==> config.mk <==
export PLATFORM = sky130hd
export DESIGN_NAME = json_stream_validate_minify
export DESIGN_NICKNAME = d
export VERILOG_FILES = /design/src/rtl/jsvm_pkg.sv /design/src/rtl/json_stream_validate_minify.sv
export SDC_FILE = /design/constraint.sdc
export NUM_CORES = 1
export LEC_CHECK = 0
export BUFFER_PORTS_ARGS = -buffer_cell sky130_fd_sc_hd__clkbuf_2
export CELL_PAD_IN_SITES_DETAIL_PLACEMENT = 1
export CELL_PAD_IN_SITES_GLOBAL_PLACEMENT = 2
export CORE_MARGIN = 4
export CORE_UTILIZATION = 35
export CTS_CLUSTER_SIZE = 28
export DETAILED_ROUTE_END_ITERATION = 8
export HOLD_SLACK_MARGIN = 0.06
export PLACE_DENSITY_LB_ADDON = 0.1
export SYNTH_ARGS = -nofsm -noshare
export SYNTH_HDL_FRONTEND = slang
export SYNTH_SLANG_ARGS = --single-unit
==> constraint.sdc <==
create_clock -name clk -period 12.91 [get_ports clk]
set_clock_uncertainty 0.2 [all_clocks]
set_input_delay 2.582 -clock clk [delete_from_list [all_inputs] [get_ports clk]]
set_output_delay 2.582 -clock clk [all_outputs]
set_load 0.1 [all_outputs]
==> src/rtl/jsvm_pkg.sv <==
// ----------------------------------------------------------------------------
// jsvm_pkg
// Types and constants shared by the JSON validator/minifier and its checker.
// ----------------------------------------------------------------------------
package jsvm_pkg;

  typedef struct packed {
    logic [7:0] in_byte;
    logic       doc_last;
  } in_item_t;

  typedef struct packed {
    logic       byte_valid;
    logic [7:0] out_byte;
    logic       doc_end;
    logic [3:0] status;
  } out_item_t;

  typedef enum logic [3:0] {
    M_VALUE     = 4'd0,
    M_ARR_FIRST = 4'd1,
    M_OBJ_FIRST = 4'd2,
    M_KEY       = 4'd3,
    M_KEYSTR    = 4'd4,
    M_COLON     = 4'd5,
    M_STR       = 4'd6,
    M_LIT       = 4'd7,
    M_NUM       = 4'd8,
    M_AFTER     = 4'd9
  } mode_t;

  typedef enum logic [3:0] {
    ST_OK      = 4'd0,
    ST_EOF     = 4'd1,
    ST_CHAR    = 4'd2,
    ST_OPENSTR = 4'd3,
    ST_NUM     = 4'd4,
    ST_RANGE   = 4'd5,
    ST_KEY     = 4'd6,
    ST_COLON   = 4'd7,
    ST_OBJSEP  = 4'd8,
    ST_ARRSEP  = 4'd9,
    ST_TRAIL   = 4'd10,
    ST_DEEP    = 4'd11,
    ST_LIT     = 4'd12,
    ST_OPEN    = 4'd13
  } status_t;

  localparam logic [63:0] POS_LIMIT = 64'h7FFF_FFFF_FFFF_FFFF;
  localparam logic [63:0] NEG_LIMIT = 64'h8000_0000_0000_0000;

  // Expected character of a literal at a position (kind 0 true, 1 false, 2 null).
  function automatic logic [7:0] lit_char(input logic [1:0] kind, input logic [2:0] pos);
    logic [7:0] ch;
    ch = 8'h00;
    unique case (kind)
      2'd0: begin
        unique case (pos)
          3'd0: ch = "t"; 3'd1: ch = "r"; 3'd2: ch = "u"; 3'd3: ch = "e";
          default: ch = 8'h00;
        endcase
      end
      2'd1: begin
        unique case (pos)
          3'd0: ch = "f"; 3'd1: ch = "a"; 3'd2: ch = "l"; 3'd3: ch = "s"; 3'd4: ch = "e";
          default: ch = 8'h00;
        endcase
      end
      2'd2: begin
        unique case (pos)
          3'd0: ch = "n"; 3'd1: ch = "u"; 3'd2: ch = "l"; 3'd3: ch = "l";
          default: ch = 8'h00;
        endcase
      end
      default: ch = 8'h00;
    endcase
    return ch;
  endfunction

  function automatic logic [2:0] lit_len(input logic [1:0] kind);
    logic [2:0] n;
    unique case (kind)
      2'd0: n = 3'd4;
      2'd1: n = 3'd5;
      2'd2: n = 3'd4;
      default: n = 3'd0;
    endcase
    return n;
  endfunction

  function automatic logic is_ws(input logic [7:0] c);
    return (c == 8'd32) || (c >= 8'd9 && c <= 8'd13);
  endfunction

endpackage

==> src/rtl/json_stream_validate_minify.sv <==
// ----------------------------------------------------------------------------
// json_stream_validate_minify
// Streaming JSON syntax checker and minifier, one byte per transfer.
// ----------------------------------------------------------------------------
// Flow: a byte is registered in stage 1 with its nesting memory read, then parsed
//   once the queue has room; its results leave a small output queue one per cycle
//   while out_ready is high. Throughput: one byte per cycle while each byte yields
//   at most one result and out_ready is high; more results per byte can stall input.
// Reset: rst_n synchronous, active low; clears parser state and the queue.
//   The nesting memory is not cleared: only levels already pushed are read.
module json_stream_validate_minify #(
  parameter int MAX_DEPTH = 64
) (
  input  logic                clk,
  input  logic                rst_n,
  input  logic                in_valid,
  output logic                in_ready,
  input  jsvm_pkg::in_item_t  in_data,
  output logic                out_valid,
  input  logic                out_ready,
  output jsvm_pkg::out_item_t out_data
);

  localparam int AW = (MAX_DEPTH > 1) ? $clog2(MAX_DEPTH) : 1;
  localparam int DW = $clog2(MAX_DEPTH + 1);
  localparam logic [DW-1:0] DEPTH_MAX = DW'(MAX_DEPTH);

  // Nesting memory: one bit per level, 1 object, 0 array.
  logic nest_mem [MAX_DEPTH];

  // Stage 1 holds the accepted byte while the top-of-stack bit is read.
  logic                s1_valid_r;
  jsvm_pkg::in_item_t  s1_item_r;
  logic                top_rd_r;   // registered memory read data
  logic                fwd_sel_r;  // use forwarded top instead of memory data
  logic                fwd_bit_r;

  // Parser state.
  jsvm_pkg::mode_t mode_r;
  logic [DW-1:0]   depth_r;
  logic [1:0]      lkind_r;
  logic [2:0]      lpos_r;
  logic            neg_r, zero_r, nz_r, drop_r;
  logic [63:0]     mag_r;

  // Output queue: four entries.
  jsvm_pkg::out_item_t q_mem [4];
  logic [1:0] q_rd_r, q_wr_r;
  logic [2:0] q_cnt_r;

  // Parse combinational results.
  jsvm_pkg::mode_t mode_nxt;
  logic [DW-1:0]   depth_nxt;
  logic [1:0]      lkind_nxt;
  logic [2:0]      lpos_nxt;
  logic            neg_nxt, zero_nxt, nz_nxt, drop_nxt;
  logic [63:0]     mag_nxt;
  logic            push_en, push_bit;
  jsvm_pkg::out_item_t res [3];
  logic [1:0]      res_n;

  logic top_bit;
  logic parse_go;

  // Stage 1 may hand its byte to the parser only if the queue has room for three.
  assign parse_go = s1_valid_r && (q_cnt_r <= 3'd1 || (q_cnt_r == 3'd2 && out_valid && out_ready));
  assign in_ready = !s1_valid_r || parse_go;
  assign top_bit  = fwd_sel_r ? fwd_bit_r : top_rd_r;

  // Read the top level for the incoming byte; forward when the parsing byte
  // pushes a level in the same cycle.
  logic [DW-1:0] rd_depth;
  logic [AW-1:0] rd_addr;
  always_comb begin
    rd_depth = (s1_valid_r && parse_go) ? depth_nxt : depth_r;
    rd_addr  = (rd_depth == '0) ? '0 : AW'(rd_depth - DW'(1));
  end

  // Write a level only when its byte is consumed.
  always_ff @(posedge clk) begin
    if (parse_go && push_en) begin
      nest_mem[AW'(depth_r)] <= push_bit;
    end
    if (in_valid && in_ready) begin
      top_rd_r  <= nest_mem[rd_addr];
      s1_item_r <= in_data;
      fwd_sel_r <= parse_go && push_en;
      fwd_bit_r <= push_bit;
    end
  end

  always_ff @(posedge clk) begin
    if (!rst_n) begin
      s1_valid_r <= 1'b0;
    end else if (in_ready) begin
      s1_valid_r <= in_valid;
    end
  end

  // Parser: one byte per cycle while the queue has room, up to three results.
  always_comb begin
    logic [7:0]  c;
    logic        last;
    logic [3:0]  st;
    logic [3:0]  d;
    logic        isdig;
    logic [63:0] lim, mag10;
    logic [2:0]  lp1;
    logic        done;
    jsvm_pkg::mode_t m;

    c = s1_item_r.in_byte;
    last = s1_item_r.doc_last;
    st = jsvm_pkg::ST_OK;
    d = c[3:0];
    isdig = (c >= "0") && (c <= "9");
    lim = 64'd0;
    mag10 = 64'd0;
    lp1 = 3'd0;
    done = 1'b0;
    m = mode_r;

    mode_nxt = mode_r; depth_nxt = depth_r; lkind_nxt = lkind_r; lpos_nxt = lpos_r;
    neg_nxt = neg_r; zero_nxt = zero_r; nz_nxt = nz_r; mag_nxt = mag_r; drop_nxt = drop_r;
    push_en = 1'b0; push_bit = 1'b0;
    res_n = 2'd0;
    for (int i = 0; i < 3; i++) res[i] = '0;

    if (drop_r) begin
      if (last) drop_nxt = 1'b0;
      done = 1'b1;
    end

    // Number body or termination.
    if (!done && m == jsvm_pkg::M_NUM) begin
      if (isdig) begin
        done = 1'b1;
        if (d == 4'd0 && !nz_r) begin
          zero_nxt = 1'b1;
        end else begin
          lim = neg_r ? jsvm_pkg::NEG_LIMIT : jsvm_pkg::POS_LIMIT;
          mag10 = {mag_r[60:0], 3'b000} + {mag_r[62:0], 1'b0};
          if (mag_r > 64'h1999_9999_9999_9999 || mag10 > lim - 64'(d)) begin
            st = jsvm_pkg::ST_RANGE;
          end else begin
            if (!nz_r && neg_r) begin
              res[res_n] = '{1'b1, "-", 1'b0, 4'd0}; res_n = res_n + 2'd1;
            end
            res[res_n] = '{1'b1, c, 1'b0, 4'd0}; res_n = res_n + 2'd1;
            nz_nxt = 1'b1;
            mag_nxt = mag10 + 64'(d);
          end
        end
      end else if (!zero_r && !nz_r) begin
        st = jsvm_pkg::ST_NUM; done = 1'b1;
      end else begin
        if (!nz_r) begin
          res[res_n] = '{1'b1, "0", 1'b0, 4'd0}; res_n = res_n + 2'd1;
        end
        m = jsvm_pkg::M_AFTER;
        mode_nxt = jsvm_pkg::M_AFTER;
      end
    end

    if (!done) begin
      unique case (m)
        jsvm_pkg::M_VALUE, jsvm_pkg::M_ARR_FIRST, jsvm_pkg::M_AFTER,
        jsvm_pkg::M_OBJ_FIRST, jsvm_pkg::M_KEY, jsvm_pkg::M_COLON: begin
          if (jsvm_pkg::is_ws(c)) begin
            // drop
          end else if (m == jsvm_pkg::M_COLON) begin
            if (c == ":") begin
              res[res_n] = '{1'b1, c, 1'b0, 4'd0}; res_n = res_n + 2'd1;
              mode_nxt = jsvm_pkg::M_VALUE;
            end else st = jsvm_pkg::ST_COLON;
          end else if (m == jsvm_pkg::M_OBJ_FIRST || m == jsvm_pkg::M_KEY) begin
            if (c == "}" && m == jsvm_pkg::M_OBJ_FIRST) begin
              res[res_n] = '{1'b1, c, 1'b0, 4'd0}; res_n = res_n + 2'd1;
              depth_nxt = depth_r - DW'(1); mode_nxt = jsvm_pkg::M_AFTER;
            end else if (c == "\"") begin
              res[res_n] = '{1'b1, c, 1'b0, 4'd0}; res_n = res_n + 2'd1;
              mode_nxt = jsvm_pkg::M_KEYSTR;
            end else st = jsvm_pkg::ST_KEY;
          end else if (m == jsvm_pkg::M_AFTER) begin
            if (depth_r == '0) st = jsvm_pkg::ST_TRAIL;
            else if (top_bit) begin
              if (c == ",") begin
                res[res_n] = '{1'b1, c, 1'b0, 4'd0}; res_n = res_n + 2'd1;
                mode_nxt = jsvm_pkg::M_KEY;
              end else if (c == "}") begin
                res[res_n] = '{1'b1, c, 1'b0, 4'd0}; res_n = res_n + 2'd1;
                depth_nxt = depth_r - DW'(1); mode_nxt = jsvm_pkg::M_AFTER;
              end else st = jsvm_pkg::ST_OBJSEP;
            end else begin
              if (c == ",") begin
                res[res_n] = '{1'b1, c, 1'b0, 4'd0}; res_n = res_n + 2'd1;
                mode_nxt = jsvm_pkg::M_VALUE;
              end else if (c == "]") begin
                res[res_n] = '{1'b1, c, 1'b0, 4'd0}; res_n = res_n + 2'd1;
                depth_nxt = depth_r - DW'(1); mode_nxt = jsvm_pkg::M_AFTER;
              end else st = jsvm_pkg::ST_ARRSEP;
            end
          end else if (m == jsvm_pkg::M_ARR_FIRST && c == "]") begin
            res[res_n] = '{1'b1, c, 1'b0, 4'd0}; res_n = res_n + 2'd1;
            depth_nxt = depth_r - DW'(1); mode_nxt = jsvm_pkg::M_AFTER;
          end else begin
            // Start of a value.
            if (c == "\"") begin
              res[res_n] = '{1'b1, c, 1'b0, 4'd0}; res_n = res_n + 2'd1;
              mode_nxt = jsvm_pkg::M_STR;
            end else if (c == "{" || c == "[") begin
              if (depth_r >= DEPTH_MAX) st = jsvm_pkg::ST_DEEP;
              else begin
                push_en = 1'b1; push_bit = (c == "{");
                depth_nxt = depth_r + DW'(1);
                res[res_n] = '{1'b1, c, 1'b0, 4'd0}; res_n = res_n + 2'd1;
                mode_nxt = (c == "{") ? jsvm_pkg::M_OBJ_FIRST : jsvm_pkg::M_ARR_FIRST;
              end
            end else if (c == "t" || c == "f" || c == "n") begin
              lkind_nxt = (c == "t") ? 2'd0 : (c == "f") ? 2'd1 : 2'd2;
              lpos_nxt = 3'd1;
              res[res_n] = '{1'b1, c, 1'b0, 4'd0}; res_n = res_n + 2'd1;
              mode_nxt = jsvm_pkg::M_LIT;
            end else if (c == "-" || isdig) begin
              neg_nxt = (c == "-"); zero_nxt = 1'b0; nz_nxt = 1'b0; mag_nxt = 64'd0;
              mode_nxt = jsvm_pkg::M_NUM;
              if (isdig) begin
                if (d == 4'd0) zero_nxt = 1'b1;
                else begin
                  res[res_n] = '{1'b1, c, 1'b0, 4'd0}; res_n = res_n + 2'd1;
                  nz_nxt = 1'b1; mag_nxt = 64'(d);
                end
              end
            end else st = jsvm_pkg::ST_CHAR;
          end
        end
        jsvm_pkg::M_KEYSTR, jsvm_pkg::M_STR: begin
          res[res_n] = '{1'b1, c, 1'b0, 4'd0}; res_n = res_n + 2'd1;
          if (c == "\"")
            mode_nxt = (m == jsvm_pkg::M_KEYSTR) ? jsvm_pkg::M_COLON : jsvm_pkg::M_AFTER;
        end
        jsvm_pkg::M_LIT: begin
          if (lkind_r == 2'd3 || lpos_r >= jsvm_pkg::lit_len(lkind_r) ||
              c != jsvm_pkg::lit_char(lkind_r, lpos_r)) begin
            st = jsvm_pkg::ST_LIT;
          end else begin
            res[res_n] = '{1'b1, c, 1'b0, 4'd0}; res_n = res_n + 2'd1;
            lp1 = lpos_r + 3'd1;
            lpos_nxt = lp1;
            if (lp1 >= jsvm_pkg::lit_len(lkind_r)) begin
              lpos_nxt = 3'd0; mode_nxt = jsvm_pkg::M_AFTER;
            end
          end
        end
        default: st = jsvm_pkg::ST_CHAR;
      endcase
    end

    // End of document checks.
    if (!drop_r && st == jsvm_pkg::ST_OK && last) begin
      if (mode_nxt == jsvm_pkg::M_STR || mode_nxt == jsvm_pkg::M_KEYSTR) begin
        st = jsvm_pkg::ST_OPENSTR;
      end else begin
        if (mode_nxt == jsvm_pkg::M_NUM) begin
          if (!zero_nxt && !nz_nxt) st = jsvm_pkg::ST_NUM;
          else begin
            if (!nz_nxt) begin
              res[res_n] = '{1'b1, "0", 1'b0, 4'd0}; res_n = res_n + 2'd1;
            end
            mode_nxt = jsvm_pkg::M_AFTER;
          end
        end
        if (st == jsvm_pkg::ST_OK) begin
          if (mode_nxt != jsvm_pkg::M_AFTER) st = jsvm_pkg::ST_EOF;
          else if (depth_nxt != '0) st = jsvm_pkg::ST_OPEN;
        end
      end
    end

    if (!drop_r) begin
      if (st != jsvm_pkg::ST_OK) begin
        res[res_n] = '{1'b0, 8'h00, 1'b1, st}; res_n = res_n + 2'd1;
        drop_nxt = !last;
      end else if (last) begin
        if (res_n == 2'd0) begin
          res[0] = '{1'b0, 8'h00, 1'b1, 4'd0}; res_n = 2'd1;
        end else begin
          res[res_n - 2'd1].doc_end = 1'b1;
        end
      end
      if (st != jsvm_pkg::ST_OK || last) begin
        // Reset the document state.
        mode_nxt = jsvm_pkg::M_VALUE; depth_nxt = '0; lkind_nxt = 2'd0; lpos_nxt = 3'd0;
        neg_nxt = 1'b0; zero_nxt = 1'b0; nz_nxt = 1'b0; mag_nxt = 64'd0;
        push_en = 1'b0;
      end
    end else if (last) begin
      mode_nxt = jsvm_pkg::M_VALUE; depth_nxt = '0; lkind_nxt = 2'd0; lpos_nxt = 3'd0;
      neg_nxt = 1'b0; zero_nxt = 1'b0; nz_nxt = 1'b0; mag_nxt = 64'd0;
    end
  end

  // Advance the parser state only when the byte is consumed.
  always_ff @(posedge clk) begin
    if (!rst_n) begin
      mode_r <= jsvm_pkg::M_VALUE;
      depth_r <= '0; lkind_r <= 2'd0; lpos_r <= 3'd0;
      neg_r <= 1'b0; zero_r <= 1'b0; nz_r <= 1'b0; mag_r <= 64'd0; drop_r <= 1'b0;
    end else if (parse_go) begin
      mode_r <= mode_nxt;
      depth_r <= depth_nxt; lkind_r <= lkind_nxt; lpos_r <= lpos_nxt;
      neg_r <= neg_nxt; zero_r <= zero_nxt; nz_r <= nz_nxt; mag_r <= mag_nxt;
      drop_r <= drop_nxt;
    end
  end

  // Output queue.
  logic [2:0] push_n;
  logic       pop_en;
  assign push_n = parse_go ? {1'b0, res_n} : 3'd0;
  assign pop_en = out_valid && out_ready;
  assign out_valid = (q_cnt_r != 3'd0);
  assign out_data  = q_mem[q_rd_r];

  always_ff @(posedge clk) begin
    for (int i = 0; i < 3; i++) begin
      if (3'(i) < push_n) q_mem[q_wr_r + 2'(i)] <= res[i];
    end
  end

  always_ff @(posedge clk) begin
    if (!rst_n) begin
      q_rd_r <= 2'd0; q_wr_r <= 2'd0; q_cnt_r <= 3'd0;
    end else begin
      q_wr_r <= q_wr_r + push_n[1:0];
      q_rd_r <= q_rd_r + {1'b0, pop_en};
      q_cnt_r <= q_cnt_r + push_n - {2'b00, pop_en};
    end
  end

endmodule

# Yosys cells after proc, flatten, opt, wreduce, memory -nomap -nowiden
# Memory sizes are Yosys's and may differ from the RTL's. A register that Yosys moved wholly into a read port is not among the register bits.
# Cells that the tools add are included.
# Widths: inputs -> output; s select.
# totals
reg_bits	103
latchBits	0
ram_bits	120
mem_bits_ro	0
out_inout_bits	16
n_memories	2
# classes
add_sub_neg	18
multipliers	0
div	0
magnitude_cmp	23
n_eq_ne	34
shifts	0
muxes	357
n_bitwise	8
n_reduce_logical	60
# mem_list
name	words	word_bits	rd	rd_ports_with_merged_regs	write_ports	line	source
nest_mem	64	1	1	1	1	json_stream_validate_minify.sv:29	logic nest_mem [MAX_DEPTH];
q_mem	4	14	1	1	3	json_stream_validate_minify.sv:47	jsvm_pkg::out_item_t q_mem [4];
# op_table
cell	count
$mux 42	34
$mux 64	19
$mux 4	70
$mux 14	13
$bwmux 42	4
$mux 7	21
$demux 14 s2	5
$pmux 42 s3	1
$mux 2	58
$mux 1	95
$mux 3	22
$add 64x4->64	1
$add 64x64->64	1
$gt 64x61->1 const B	1
$gt 64x64->1	1
$sub 64x4->64	1
$eq 8x7->1 const B	7
$mux 28	2
$eq 8x6->1 const B	5
$pmux 7 s5	1
$and 33x33->33	1
$not 33->33	1
$pmux 7 s4	1
$eq 4x3->1 const B	6
54 further kinds	129

# Longest topological paths before layout
# logic_depth
ltp_word	44
mapped_depth	49
mapped_depth_nobuf	47

# Worst setup path before layout
# Ideal clock, no wire load.
# synth_timing
path_kind	reg2reg
from	reg mag_r[1]
to	reg q_cnt_r[2]
setup_time_ps	115
t_arrival_ps	9914
required_ps	12595
path_slack_ps	2681
stages_incl_launch_ff	45
path_buffers	1
path_cell_list	dfxtp_1 ha_1 a211oi_1 o211ai_2 o21ai_1 nor3_2 nor3_1 nor3b_1 or4b_2 nand3_1 a31oi_1 xnor2_1 inv_1 ha_1 a21o_1 a211oi_1 a21oi_1 a211o_1 (+9 left out) a2111o_1 a211o_1 o21ai_0 a21boi_1 ha_1 a21oi_1 inv_1 ha_1 and3_1 a211oi_1 mux2i_1 nor2_1 inv_1 ha_1 fa_1 xor2_1 xnor2_1 and2_1
# synth_via
elab_chain_cells	35
# synth_lines
item	line	source
start: declaration	json_stream_validate_minify.sv:44	logic [63:0] mag_r;
start signal: assignment	json_stream_validate_minify.sv:312	neg_r <= neg_nxt; zero_r <= zero_nxt; nz_r <= nz_nxt; mag_r <= mag_nxt;
$add 64x64->64	json_stream_validate_minify.sv:142	mag10 = {mag_r[60:0], 3'b000} + {mag_r[62:0], 1'b0};
$gt 64x64->1	json_stream_validate_minify.sv:143	if (mag_r > 64'h1999_9999_9999_9999 || mag10 > lim - 64'(d)) begin
$logic_or 1x1->1 (*)	json_stream_validate_minify.sv:143	
$mux 2 / $mux 1 (equally long branches)	json_stream_validate_minify.sv:143	
$mux 2 / $mux 1 (equally long branches)	json_stream_validate_minify.sv:138	if (d == 4'd0 && !nz_r) begin
$mux 2 / $mux 1 (equally long branches)	json_stream_validate_minify.sv:136	if (isdig) begin
$mux 2 / $mux 1 (equally long branches)	json_stream_validate_minify.sv:135	if (!done && m == jsvm_pkg::M_NUM) begin
$add 2x1->2 / $mux 1 (equally long branches)	-	
(+19 left out)	-	
$logic_not 2->1 / $mux 4 (equally long branches)	json_stream_validate_minify.sv:285, json_stream_validate_minify.sv:261	
$mux 2 / $mux 4 (equally long branches)	json_stream_validate_minify.sv:285, json_stream_validate_minify.sv:260	
$mux 2 / $reduce_bool 4->1 (equally long branches)	json_stream_validate_minify.sv:284, json_stream_validate_minify.sv:281	
$mux 2	json_stream_validate_minify.sv:281	if (st != jsvm_pkg::ST_OK) begin
$mux 2 (*)	json_stream_validate_minify.sv:280	if (!drop_r) begin
$mux 2 (*)	json_stream_validate_minify.sv:320	assign push_n = parse_go ? {1'b0, res_n} : 3'd0;
$add 3x2->3 (*)	json_stream_validate_minify.sv:337	q_cnt_r <= q_cnt_r + push_n - {2'b00, pop_en};
$sub 3x1->3 (*)	json_stream_validate_minify.sv:337	
end signal: assignment	json_stream_validate_minify.sv:337	
end: declaration	json_stream_validate_minify.sv:49	logic [2:0] q_cnt_r;
# Every way passes the cells marked *; elsewhere a longest branch is shown, timed or not. The select of a mux whose other input is x is not followed.
# A chain may end at the register's enable or synchronous reset.

# Worst setup path after layout
# layout_timing
from	reg mag_r[4]
to	reg q_cnt_r[2]
# Same word-level chain as after synthesis.

==> flow_summary.yaml <==
pwr:
  seq_power_share_pct: 35.8
  clkPwrFrac_pct: 38.3
  power_switching_uw: 812.4
  vdd_drop_max_uv: 119.5
  leakagePower_uw: 0.009528
  p_per_area_mw_per_mm2: 92.70
  combPwrFrac_pct: 25.9
  intPower_uw: 1448
  p_sw_share_pct: 35.94
placement:
  place_congestion: 0.9562
  dpl.hpwl_um: 66210
  port_buffers: 28
  placed_area_sq_mm: 0.02323
  pre_cts_slack_ns: 0.4563
timing:
  setup_tns_ns: 0
  hold_viol: 0
  relSlewSlack_pct: 16.45
  setup_viol: 0
  max_freq_ghz: 0.08205
  setup_slack_ns: 0.7225
  drv_slew: 0
  rsz0062_at_grt: "false"
  worst_slew_pin_slew_ns: 1.222
  period_needed_ns: 12.19
  fin_crit_sh_pct: 94.40
cells_and_area:
  fin_nets: 2840
  drive_above_1_share_pct: 8.511
  diodes: 0
  regArea_sq_mm: 0.005806
  final_common_cell: "nand2_1"
  multi_input_area_sq_mm: 0.01564
  mostFrequentLayoutCells: "nand2_1 (229), nor2_1 (228), ha_1 (168)"
  area_delta_synth_final_pct: 8.979
  finalInstanceArea_sq_mm: 0.02439
  nFillCells: 7465
detailed_routing:
  viasPerCell: 6.081
  drtIter0Drc: 1408
  num_vias: 21435
  first_pass_iters: 5
  ant_nets: 0
  routedWlPerCell_um: 24.92
  drt_wl_total_um: 87830
  drcViolationCount: 0
clock_network:
  htreeDepth: 1
  cts_buffers: 30
  cts_tree: "yes"
  cts_buffer_depth: 3
  clock-sinks: 224
  clkTransAtPathRegs_ns: 0.06
  root_buffer: "clkbuf_16"
  insertion_delay_ns: 0.59
  cts_hold_buf: 0
synthesis:
  synthFlopType: "edfxtp_1"
  synth.yosys.seq_area_share_pct: 25.94
  syn_inst: 2695
  synthDistinctLibCells: 116
  synth_fp_nets: 2880
  synth_edf_count: 132
  syn_area_sq_mm: 0.02238
  ys_ff_latch: 224
  synthArstFlopShare_pct: 0
  synth_area_per_cell_sq_um: 8.303
  yosys_warnings: 0
global_routing:
  overflow: 0
  grt_pass1_vias: 21939
  grt_usage_pct: 25.10
  antenna_found_initial: 2
  grt_max_degree: 71
  grt_pass1_wl_um: 134700
critical_path:
  crit_buf_inv: 4
  cp_top_family: "compound AO/OA/AOI/OAI gates"
  crit_required_ns: 13.17
  end_kind: "flip-flop"
  path_max_fanout: 10
  max_stage_delay_ns: 0.65
  critPathKind: "reg -> reg"
  cp.arrival_ns: 12.45
  cp_slowest_cell: "or4_1"
  cpMostUsedCell: "a21oi_1"
  worst_setup_path_start_kind: "flip-flop"
die:
  die_h_um: 260.9
  io_pins: 29
  fp-row-count: 92
  die_area_sq_mm: 0.06805
  die_x_um: 260.9
  core_area_sq_mm: 0.06320
  start_util_pct: 35.41
hold_path:
  min_path_type: "reg -> reg"
flow_run:
  maxCapViolCount: 0
outcome:
  status: "completed"
==> flip-flops by register name, summed over array words and instances, names as in the netlist, 2 cells and up <==
| register | count |
|---|---|
| depth_r | 7 |
| q_rd_r | 2 |
| s1_item_r | 9 |
| mag_r | 64 |
| q_cnt_r | 3 |
| lpos_r | 3 |
| lkind_r | 2 |
| q_mem | 56 |
| nest_mem | 64 |
| q_wr_r | 2 |
| mode_r | 4 |
==> cells in the mapped netlist, types with 23 or more instances <==
cell | n | area share, %
a211oi_1 | 25 | 0.84
a21o_1 | 64 | 2.1
a21oi_1 | 165 | 3.7
a22oi_1 | 59 | 2.0
a31oi_1 | 30 | 0.84
and2_1 | 53 | 1.5
and3_1 | 34 | 0.95
buf_2 | 23 | 0.51
clkbuf_1 | 102 | 1.7
dfxtp_1 | 92 | 8.2
edfxtp_1 | 132 | 18
ha_1 | 168 | 9.4
inv_1 | 91 | 1.5
mux2i_1 | 91 | 4.1
nand2_1 | 229 | 3.8
nand2b_1 | 30 | 0.84
nand3_1 | 83 | 1.9
nand4_1 | 56 | 1.6
nor2_1 | 229 | 3.8
nor2b_1 | 76 | 2.1
nor3_1 | 59 | 1.3
nor4_1 | 24 | 0.67
o211ai_1 | 33 | 1.1
o21a_1 | 40 | 1.3
o21ai_0 | 122 | 2.7
o31a_1 | 27 | 1.1
or3_1 | 28 | 0.78
xnor2_1 | 85 | 3.3
xor2_1 | 30 | 1.2
==> what timing repair did <==
| action | in CTS | in global routing |
|---|---|---|
| gates resized for setup | 0 | 6 |
| hold endpoints to repair | 0 | 0 |
| setup buffers | 0 | 10 |
| setup endpoints to repair | 0 | 77 |
==> power by group through the flow <==
| stage | registers, uW | clock network [uW] | logic (uW) |
|---|---|---|---|
| 2_1_floorplan | 805 | 0 | 441 |
| 3_3_place_gp | 825 | 0 | 572 |
| 3_5_place_dp | 826 | 0 | 577 |
| 4_1_cts | 811 | 888 | 579 |
| 5_1_grt | 814 | 916 | 618 |
| 6_report | 810 | 865 | 586 |
==> cell type report <==
cell class / count / share of cell area [%]
Clock buffer: 37 / 3.273
Clock inverter: 19 / 0.8517
Inverter: 95 / 1.462
Multi-Input combinational cell: 2230 / 64.12
Sequential cell: 224 / 23.81
Tap cell: 846 / 4.340
Timing Repair Buffer: 74 / 2.145
==> through the flow <==
| step | std cells | total power (uW) | utilization (%) | hold slack, ns |
|---|---|---|---|---|
| finish | 3525 | 2261 | 38.59 | 0.2623 |
| global placement | 3458 | 1397 | 36.76 | 0.2499 |
| global route | 3525 | 2349 | 38.59 | 0.2860 |
| detailed placement | 3458 | 1403 | 36.76 | 0.2534 |
| floorplan | 2695 | 1246 | - | 0.2260 |
| CTS | 3514 | 2278 | 38.35 | 0.2661 |
==> cell families after synthesis <==
group,Yosys count,synth area share [%]
compound gates,795,24.75
simple gates,1017,23.80
xor+xnor,115,4.501
fa+ha+maj,173,9.796
buf+inv,242,4.423
mux,129,6.788
flops,224,25.94
==> tightest hold or removal path, stage by stage, from the launching register on <==
cell and delay (ns):
dfxtp_1 0.33, nand2_1 0.05, o21ai_0 0.05
==> metal layers <==
| layer | up-vias | global-route usage [%] | part of all wire, % |
|---|---|---|---|
| met5 | - | 0 | 0.015 |
| met4 | 2 | 6.501 | 3.0 |
| met2 | 480 | 41.46 | 46 |
| met1 | 10672 | 35.00 | 47 |
| li1 | 10127 | - | - |
| met3 | 154 | 2.727 | 4.1 |
==> path summary, 6_finish.rpt <==
check                         startpoint                      to  slack [ns]  cells after the start
hold reg to reg   mag_r[63]$_SDFFE_PN0P_  mag_r[63]$_SDFFE_PN0P_        0.26                      2
hold / removal    mag_r[63]$_SDFFE_PN0P_  mag_r[63]$_SDFFE_PN0P_        0.26                      2
setup / recovery   mag_r[4]$_SDFFE_PN0P_   q_cnt_r[2]$_SDFF_PN0_        0.72                     44
setup reg to reg   mag_r[4]$_SDFFE_PN0P_   q_cnt_r[2]$_SDFF_PN0_        0.72                     44
Power figures use the tool's default switching activity.
